### src/hw/rtl/ped_pkg.sv
// ----------------------------------------------------------------------------
// ped_pkg
// Shared types and constants of the percent and entity decoder.
// ----------------------------------------------------------------------------
package ped_pkg;

    localparam int HOLD_MAX  = 5;
    localparam int CNT_W     = 3;
    localparam int JOB_DEPTH = 4;
    localparam int JOB_PTR_W = $clog2(JOB_DEPTH);
    localparam int JOB_CNT_W = $clog2(JOB_DEPTH + 1);

    typedef struct packed {
        logic [7:0] in_byte;
        logic       end_of_text;
    } in_item_t;

    typedef struct packed {
        logic [7:0] out_byte;
        logic       last_of_run;
        logic       text_done;
    } out_item_t;

    // One request's worth of output: a held prefix, then an optional tail byte.
    typedef struct packed {
        logic [HOLD_MAX-1:0][7:0] held;
        logic [CNT_W-1:0]         pcnt;
        logic                     has_tail;
        logic [7:0]               tail;
        logic                     end_of_text;
    } job_t;

endpackage

### src/hw/rtl/ped_front.sv
// ----------------------------------------------------------------------------
// ped_front
// Classifies each incoming byte against the held prefix and issues a job.
// ----------------------------------------------------------------------------
module ped_front (
    input  logic              clk,
    input  logic              rst_n,
    input  logic              accept,
    input  ped_pkg::in_item_t item,
    output logic              job_push,
    output ped_pkg::job_t     job
);

    localparam int ENT_NUM = 5;
    localparam int ENT_W   = 6;

    localparam logic [7:0] ENT_TEXT [ENT_NUM][ENT_W] = '{
        '{"&", "a", "m", "p", ";", 8'h00},
        '{"&", "l", "t", ";", 8'h00, 8'h00},
        '{"&", "g", "t", ";", 8'h00, 8'h00},
        '{"&", "q", "u", "o", "t", ";"},
        '{"&", "#", "3", "9", ";", 8'h00}
    };
    localparam logic [2:0] ENT_LEN  [ENT_NUM] = '{3'd5, 3'd4, 3'd4, 3'd6, 3'd5};
    localparam logic [7:0] ENT_CHAR [ENT_NUM] = '{"&", "<", ">", "\"", "'"};

    typedef enum logic [2:0] {
        K_IDLE = 3'b001,
        K_PCT  = 3'b010,
        K_ENT  = 3'b100
    } kind_t;

    function automatic logic is_hex(input logic [7:0] c);
        return (c >= "0" && c <= "9") || (c >= "a" && c <= "f") ||
               (c >= "A" && c <= "F");
    endfunction

    function automatic logic [3:0] hex_val(input logic [7:0] c);
        logic [7:0] d;
        if (c >= "0" && c <= "9")
            d = c - "0";
        else if (c >= "a" && c <= "f")
            d = c - "a" + 8'd10;
        else
            d = c - "A" + 8'd10;
        return d[3:0];
    endfunction

    logic [ped_pkg::HOLD_MAX-1:0][7:0] held_reg, held_next;
    logic [ped_pkg::CNT_W-1:0]         hc_reg, hc_next;
    kind_t                             kind_reg, kind_next;

    logic       ent_hit, ent_done;
    logic [7:0] ent_val;
    logic       ok, bad;

    logic       ext_hold, ext_done, ext_fail;
    logic [7:0] done_val;
    logic       special;
    logic [7:0] b;
    logic       eot;

    assign b       = item.in_byte;
    assign eot     = item.end_of_text;
    assign special = (b == "%") || (b == "&");

    always_comb
    begin
        ent_hit  = 1'b0;
        ent_done = 1'b0;
        ent_val  = 8'h00;
        for (int k = 0; k < ENT_NUM; k++)
        begin
            bad = 1'b0;
            for (int i = 0; i < ped_pkg::HOLD_MAX; i++)
            begin
                if (3'(i) < hc_reg && held_reg[i] != ENT_TEXT[k][i])
                    bad = 1'b1;
            end
            ok = (({1'b0, hc_reg} + 4'd1) <= {1'b0, ENT_LEN[k]}) && !bad &&
                 (ENT_TEXT[k][hc_reg] == b);
            if (!ent_hit && ok)
            begin
                ent_hit  = 1'b1;
                ent_done = (({1'b0, hc_reg} + 4'd1) == {1'b0, ENT_LEN[k]});
                ent_val  = ENT_CHAR[k];
            end
        end
    end

    always_comb
    begin
        ext_hold = 1'b0;
        ext_done = 1'b0;
        ext_fail = 1'b0;
        done_val = ent_val;
        unique case (kind_reg)
            K_IDLE:
            begin
            end
            K_PCT:
            begin
                if (!is_hex(b))
                    ext_fail = 1'b1;
                else if (hc_reg == 3'd1)
                    ext_hold = 1'b1;
                else if (hc_reg == 3'd2)
                begin
                    ext_done = 1'b1;
                    done_val = {hex_val(held_reg[1]), hex_val(b)};
                end
                else
                    ext_fail = 1'b1;
            end
            K_ENT:
            begin
                if (ent_hit)
                begin
                    ext_done = ent_done;
                    ext_hold = !ent_done;
                end
                else
                    ext_fail = 1'b1;
            end
            default:
            begin
            end
        endcase
    end

    always_comb
    begin
        held_next        = held_reg;
        hc_next          = hc_reg;
        kind_next        = kind_reg;
        job.held         = held_reg;
        job.pcnt         = '0;
        job.has_tail     = 1'b0;
        job.tail         = b;
        job.end_of_text  = eot;
        if (ext_done)
        begin
            job.tail     = done_val;
            job.has_tail = 1'b1;
            hc_next      = '0;
            kind_next    = K_IDLE;
        end
        else if (ext_hold)
        begin
            if (hc_reg < 3'(ped_pkg::HOLD_MAX))
                held_next[hc_reg] = b;
            hc_next = hc_reg + 3'd1;
            if (eot)
            begin
                job.pcnt     = hc_reg;
                job.has_tail = 1'b1;
                hc_next      = '0;
                kind_next    = K_IDLE;
            end
        end
        else
        begin
            job.pcnt = ext_fail ? hc_reg : '0;
            if (special && !eot)
            begin
                held_next[0] = b;
                hc_next      = 3'd1;
                kind_next    = (b == "%") ? K_PCT : K_ENT;
            end
            else
            begin
                job.has_tail = 1'b1;
                hc_next      = '0;
                kind_next    = K_IDLE;
            end
        end
    end

    assign job_push = accept && (job.has_tail || job.pcnt != '0);

    always_ff @(posedge clk or negedge rst_n)
    begin
        if (!rst_n)
        begin
            hc_reg   <= '0;
            kind_reg <= K_IDLE;
        end
        else if (accept)
        begin
            hc_reg   <= hc_next;
            kind_reg <= kind_next;
        end
    end

    always_ff @(posedge clk)
    begin
        if (accept)
            held_reg <= held_next;
    end

    a_idle_empty: assert property (@(posedge clk) disable iff (!rst_n)
        (kind_reg == K_IDLE) == (hc_reg == '0))
        else $error("match kind and held count disagree");

    a_pct_depth: assert property (@(posedge clk) disable iff (!rst_n)
        (kind_reg == K_PCT) |-> (hc_reg == 3'd1 || hc_reg == 3'd2))
        else $error("percent escape holds a wrong byte count");

endmodule

### src/hw/rtl/ped_job_fifo.sv
// ----------------------------------------------------------------------------
// ped_job_fifo
// Short queue of jobs between the classifier and the serializer.
// ----------------------------------------------------------------------------
module ped_job_fifo (
    input  logic          clk,
    input  logic          rst_n,
    input  logic          push,
    input  ped_pkg::job_t wr_job,
    output logic          full,
    input  logic          pop,
    output ped_pkg::job_t rd_job,
    output logic          empty
);

    ped_pkg::job_t                   mem_reg [ped_pkg::JOB_DEPTH];
    logic [ped_pkg::JOB_PTR_W-1:0]   wr_ptr_reg, wr_ptr_next;
    logic [ped_pkg::JOB_PTR_W-1:0]   rd_ptr_reg, rd_ptr_next;
    logic [ped_pkg::JOB_CNT_W-1:0]   cnt_reg, cnt_next;
    logic                            do_push, do_pop;

    assign full    = (cnt_reg == ped_pkg::JOB_CNT_W'(ped_pkg::JOB_DEPTH));
    assign empty   = (cnt_reg == '0);
    assign do_push = push && !full;
    assign do_pop  = pop && !empty;
    assign rd_job  = mem_reg[rd_ptr_reg];

    always_comb
    begin
        wr_ptr_next = wr_ptr_reg;
        rd_ptr_next = rd_ptr_reg;
        cnt_next    = cnt_reg;
        if (do_push)
            wr_ptr_next = (wr_ptr_reg == ped_pkg::JOB_PTR_W'(ped_pkg::JOB_DEPTH - 1)) ?
                          '0 : wr_ptr_reg + 1'b1;
        if (do_pop)
            rd_ptr_next = (rd_ptr_reg == ped_pkg::JOB_PTR_W'(ped_pkg::JOB_DEPTH - 1)) ?
                          '0 : rd_ptr_reg + 1'b1;
        if (do_push && !do_pop)
            cnt_next = cnt_reg + 1'b1;
        else if (do_pop && !do_push)
            cnt_next = cnt_reg - 1'b1;
    end

    always_ff @(posedge clk or negedge rst_n)
    begin
        if (!rst_n)
        begin
            wr_ptr_reg <= '0;
            rd_ptr_reg <= '0;
            cnt_reg    <= '0;
        end
        else
        begin
            wr_ptr_reg <= wr_ptr_next;
            rd_ptr_reg <= rd_ptr_next;
            cnt_reg    <= cnt_next;
        end
    end

    always_ff @(posedge clk)
    begin
        if (do_push)
            mem_reg[wr_ptr_reg] <= wr_job;
    end

    a_cnt_bound: assert property (@(posedge clk) disable iff (!rst_n)
        cnt_reg <= ped_pkg::JOB_CNT_W'(ped_pkg::JOB_DEPTH))
        else $error("job queue count overflow");

endmodule

### src/hw/rtl/ped_back.sv
// ----------------------------------------------------------------------------
// ped_back
// Serializes each job into decoded bytes, one per cycle while there is room, into a result queue.
// ----------------------------------------------------------------------------
module ped_back (
    input  logic               clk,
    input  logic               rst_n,
    input  logic               job_empty,
    input  ped_pkg::job_t      job,
    output logic               job_pop,
    output logic               empty,
    input  logic               pop,
    output ped_pkg::out_item_t result
);

    logic [ped_pkg::CNT_W-1:0] idx_reg, idx_next;
    logic [ped_pkg::CNT_W-1:0] total;
    logic                      last, step;
    ped_pkg::out_item_t        res_item;

    ped_pkg::out_item_t        oq_reg [2];
    logic                      oq_wr_reg, oq_rd_reg;
    logic [1:0]                oq_cnt_reg, oq_cnt_next;
    logic                      oq_full, do_pop;

    assign total   = job.pcnt + {{(ped_pkg::CNT_W-1){1'b0}}, job.has_tail};
    assign last    = (idx_reg == total - 1'b1);
    assign oq_full = (oq_cnt_reg == 2'd2);
    assign step    = !job_empty && !oq_full;
    assign job_pop = step && last;
    assign empty   = (oq_cnt_reg == 2'd0);
    assign do_pop  = pop && !empty;
    assign result  = oq_reg[oq_rd_reg];

    always_comb
    begin
        res_item.out_byte    = (idx_reg < job.pcnt) ? job.held[idx_reg] : job.tail;
        res_item.last_of_run = last;
        res_item.text_done   = last && job.end_of_text;
        idx_next = idx_reg;
        if (step)
            idx_next = last ? '0 : idx_reg + 1'b1;
        oq_cnt_next = oq_cnt_reg;
        if (step && !do_pop)
            oq_cnt_next = oq_cnt_reg + 2'd1;
        else if (do_pop && !step)
            oq_cnt_next = oq_cnt_reg - 2'd1;
    end

    always_ff @(posedge clk or negedge rst_n)
    begin
        if (!rst_n)
        begin
            idx_reg    <= '0;
            oq_wr_reg  <= 1'b0;
            oq_rd_reg  <= 1'b0;
            oq_cnt_reg <= 2'd0;
        end
        else
        begin
            idx_reg    <= idx_next;
            oq_cnt_reg <= oq_cnt_next;
            if (step)
                oq_wr_reg <= !oq_wr_reg;
            if (do_pop)
                oq_rd_reg <= !oq_rd_reg;
        end
    end

    always_ff @(posedge clk)
    begin
        if (step)
            oq_reg[oq_wr_reg] <= res_item;
    end

    a_idx_in_job: assert property (@(posedge clk) disable iff (!rst_n)
        !job_empty |-> (idx_reg < total))
        else $error("serializer index past end of job");

    a_idx_idle: assert property (@(posedge clk) disable iff (!rst_n)
        job_empty |-> (idx_reg == '0))
        else $error("serializer index left over without a job");

endmodule

### src/hw/rtl/percent_and_entity_decoder.sv
// ----------------------------------------------------------------------------
// percent_and_entity_decoder
// Streaming decoder for %XY escapes and the five basic HTML entities.
// ----------------------------------------------------------------------------
// Input queue: drive item and raise push; the request is taken on a clock
// edge with push high and full low. end_of_text marks the string's last byte.
// Result queue: while empty is low the oldest result sits on result; it is
// taken on a clock edge with pop high. Each request yields zero to six
// results; last_of_run flags the last one of a request, text_done the last
// one of the string.
// Throughput: one request per cycle while requests give at most one result and
// the job queue has room; the serializer emits one result per cycle while the
// result queue has room, and ends one request's results before the next. A
// four-deep job queue decouples the classifier from the serializer.
// When the receiver stalls, the two-entry result queue fills, then the job
// queue, and full rises. Reset empties both queues and drops any held prefix.
// ----------------------------------------------------------------------------
module percent_and_entity_decoder (
    input  logic               clk,
    input  logic               rst_n,
    input  logic               push,
    output logic               full,
    input  ped_pkg::in_item_t  item,
    output logic               empty,
    input  logic               pop,
    output ped_pkg::out_item_t result
);

    logic          accept;
    logic          job_push, job_pop, job_full, job_empty;
    ped_pkg::job_t wr_job, rd_job;

    assign full   = job_full;
    assign accept = push && !job_full;

    ped_front u_front (
        .clk      (clk),
        .rst_n    (rst_n),
        .accept   (accept),
        .item     (item),
        .job_push (job_push),
        .job      (wr_job)
    );

    ped_job_fifo u_job_fifo (
        .clk    (clk),
        .rst_n  (rst_n),
        .push   (job_push),
        .wr_job (wr_job),
        .full   (job_full),
        .pop    (job_pop),
        .rd_job (rd_job),
        .empty  (job_empty)
    );

    ped_back u_back (
        .clk       (clk),
        .rst_n     (rst_n),
        .job_empty (job_empty),
        .job       (rd_job),
        .job_pop   (job_pop),
        .empty     (empty),
        .pop       (pop),
        .result    (result)
    );

endmodule

### config.mk
export PLATFORM = sky130hd
export DESIGN_NAME = percent_and_entity_decoder
export DESIGN_NICKNAME = d
export VERILOG_FILES = /design/src/hw/rtl/ped_pkg.sv /design/src/hw/rtl/ped_front.sv /design/src/hw/rtl/ped_job_fifo.sv /design/src/hw/rtl/ped_back.sv /design/src/hw/rtl/percent_and_entity_decoder.sv
export SDC_FILE = /design/constraint.sdc
export NUM_CORES = 1
export LEC_CHECK = 0
export BUFFER_PORTS_ARGS = -buffer_cell sky130_fd_sc_hd__buf_4
export CORE_MARGIN = 2
export CORE_UTILIZATION = 30
export DETAILED_ROUTE_END_ITERATION = 6
export HOLD_SLACK_MARGIN = 0.06
export SKIP_CTS_REPAIR_TIMING = 1
export SYNTH_ARGS = -nofsm -noshare
export SYNTH_HDL_FRONTEND = slang
export SYNTH_HIERARCHICAL = 1
export SYNTH_SLANG_ARGS = --single-unit
### constraint.sdc
create_clock -name clk -period 7.1 [get_ports clk]
set_input_delay 1.42 -clock clk [delete_from_list [all_inputs] [get_ports clk]]
set_output_delay 1.42 -clock clk [all_outputs]
set_load 0.02 [all_outputs]
==> impl_metrics.tcl <==
set metrics [dict create \
    status "completed" \
    multi_input_area_mm2 0.00455 \
    grt_pass1_vias 7647 \
    yosysTopAreaCell "edfxtp_1" \
    netlist_top_cells_area "edfxtp_1 60%, mux4_2 8.8%, dfrtp_1 3.5%" \
    cpMaxStageDelayCell "dfrtp_1" \
    ys_types 90 \
    first_iter_violations 743 \
    max_freq_mhz 169 \
    die_w_um 217 \
    layout_commonest_cell "edfxtp_1" \
    drive_above_1_share_pct 21.6 \
    routed_via_density 5.21 \
    fin_crit_ps 5900 \
    swShare_pct 30.8 \
    synth.top_cell.area_share_pct 60.1 \
    drv_slew 0 \
    place_hpwl_um 21100 \
    dr.pass1.iters 5 \
    clock-root-buffer "clkbuf_16" \
    die_h_um 217 \
    grt_pass1_wl_um 48200 \
    syn2layout_area_growth_pct 13.8 \
    max_stage_delay_ps 610 \
    crit_family "simple AND/OR/NAND/NOR gates" \
    p_per_area_mw_per_mm2 389 \
    syn_nets 902 \
    place_ws_ps 1060 \
    synth-edff-count 272 \
    p_seq_share_pct 42.1 \
    synthCells 860 \
    cts.clk_slew.worst_paths_ps 60 \
    syn-cell-area_mm2 0.0136 \
    setup_viol 0 \
    cp_num_buf_inv 2 \
    antenna_cells 0 \
    vias 7803 \
    fin_crit_sh_pct 83.2 \
    path_max_fanout 22 \
    numCtsBuffers 30 \
    cts_num_sinks 292 \
    worstMarginPinSlew_ps 932 \
    clk_latency_ps 550 \
    cap_violations 0 \
    routedWlPerCell_um 20.9 \
    postRouteAntennaNets 0 \
    worstPathCellList "buf_4 -> ha_1 -> ha_1 -> or3b_2 -> a21oi_1 -> o21bai_1 -> nor4_4 -> a2111oi_2 -> nor2_1 -> a21boi_0 -> or3_1 -> o32ai_1 -> nor2b_1 -> and2_2 -> buf_4" \
    clockBufferDepth 3 \
    p_int_mw 4.16 \
    skew_ps 17.1 \
    final_cell_mix "272 x edfxtp_1, 53 x mux4_2, 40 x nor2_1" \
    tns_ps 0 \
    grt_setup_unrepaired "no" \
    ys.flop_type "edfxtp_1" \
    rows 77 \
    start_kind "flop" \
    leakage_nw 5.11 \
    gp_congestion 0.901 \
    grt_max_degree 54 \
    portBuffers 24 \
    power_switching_mw 1.85 \
    start_util_pct 30.6 \
    io_pins 25 \
    track_usage_pct 13.3 \
    antenna_found_initial 0 \
    grt_overflow_total 0 \
    final_nets 926 \
    arrival_ps 6110 \
    ff_latch_area_mm2 0.00867 \
    synth-seq-area-share_pct 63.8 \
    core-area_mm2 0.0444 \
    ys_ff_latch 292 \
    syn_avg_cell_area_um2 15.8 \
    vdd_ir_drop_max_mv 0.210 \
    htreeDepth 1 \
    cts_tree "built" \
    cp.required_ps 7300 \
    fin_ws_ps 1200 \
    hold_viol_final 0 \
    critPathCaptureType "flop" \
    drc 0 \
    hold_path.class "flop to flop" \
    fin_util_pct 34.8 \
    pwr-share-clk_pct 28.0 \
    dieArea_mm2 0.0470 \
    async_flop_share_pct 6.85 \
    drt-total-wl_um 31300 \
    num-fill-cells 4157 \
    largest_register_ffs 212 \
    p_comb_share_pct 29.9 \
    power_mw 6.01 \
    ys_warn_count 6 \
    relSlewSlack_pct 37.3 \
    path_class "flop to flop" \
]
## synthesized netlist by cell type (all sizes together), types with 15 or more instances
cell type and number:
nor2 40, nor3 20, a21oi 29, inv 27, nand2 37, nor2b 17
o21ai 22, mux4 53, dfrtp 19, xnor2 18, ha 28, clkbuf 16
mux2 15, mux2i 19, buf 30, edfxtp 272
## final cells by class
class | instances | area share, %
clock inverter | 20 | 1.78
sequential | 292 | 56.1
inverter | 27 | 0.656
tap | 592 | 4.79
clock buffer | 35 | 5.12
timing repair buffer | 38 | 2.09
multi-input combinational | 495 | 29.5
## cell families after synthesis
kind of cell	Yosys count	share of synthesized area, %
AO/OA/AOI/OAI	131	7.02
XOR/XNOR	29	1.97
adder cells (fa/ha/maj)	29	2.73
buffers and inverters	73	2.67
flip-flops	292	63.8
multiplexers	87	11.5
AND/OR/NAND/NOR	219	10.3
## power by group through the flow
stage	sequential, mW	combinational [mW]	clock (mW)
6_report	2.53	1.80	1.68
4_1_cts	2.54	1.83	1.72
3_5_place_dp	2.58	1.82	0
5_1_grt	2.58	1.98	1.78
3_3_place_gp	2.56	1.80	0
2_1_floorplan	2.44	1.41	0
## metrics by stage
stage	instance area, um2	cells	hold slack [ps]
finish	15500	1499	487
global route	15500	1499	505
CTS	15500	1499	488
detailed placement	14400	1444	476
global placement	14400	1444	470
floorplan	13600	860	455
## per-layer routing
layer	track usage (%)	up-vias	routed length, um
li1	-	3473	-
met1	20.1	4029	14900
met2	20.4	268	14100
met3	1.87	33	1910
met4	2.76	0	433
met5	0	-	0
## worst register-to-register path: stages, from the launching register on
cell	delay, ps
dfrtp_1	610
buf_4	230
ha_1	290
ha_1	380
or3b_2	490
a21oi_1	190
o21bai_1	190
nor4_4	100
a2111oi_2	610
nor2_1	140
a21boi_0	170
or3_1	350
o32ai_1	280
nor2b_1	480
and2_2	580
buf_4	430
## worst paths after layout
kind	slack (ps)	from	end	depth (start not counted)
worst max-delay path	1200	u_front/hc_reg[1]$_DFFE_PN0P_	u_job_fifo/mem_reg[3][27]$_DFFE_PP_	15
worst min-delay path	490	u_back/oq_wr_reg$_DFFE_PN0P_	u_back/oq_wr_reg$_DFFE_PN0P_	1
worst max register to register	1200	u_front/hc_reg[1]$_DFFE_PN0P_	u_job_fifo/mem_reg[3][27]$_DFFE_PP_	15
worst min register to register	490	u_back/oq_wr_reg$_DFFE_PN0P_	u_back/oq_wr_reg$_DFFE_PN0P_	1
max in group asynchronous	6060	rst_n	u_front/kind_reg[0]$_DFFE_PN1P_	1
min in group asynchronous	750	rst_n	u_back/oq_rd_reg$_DFFE_PN0P_	1
Note: power is estimated with default switching activity, not from simulation.
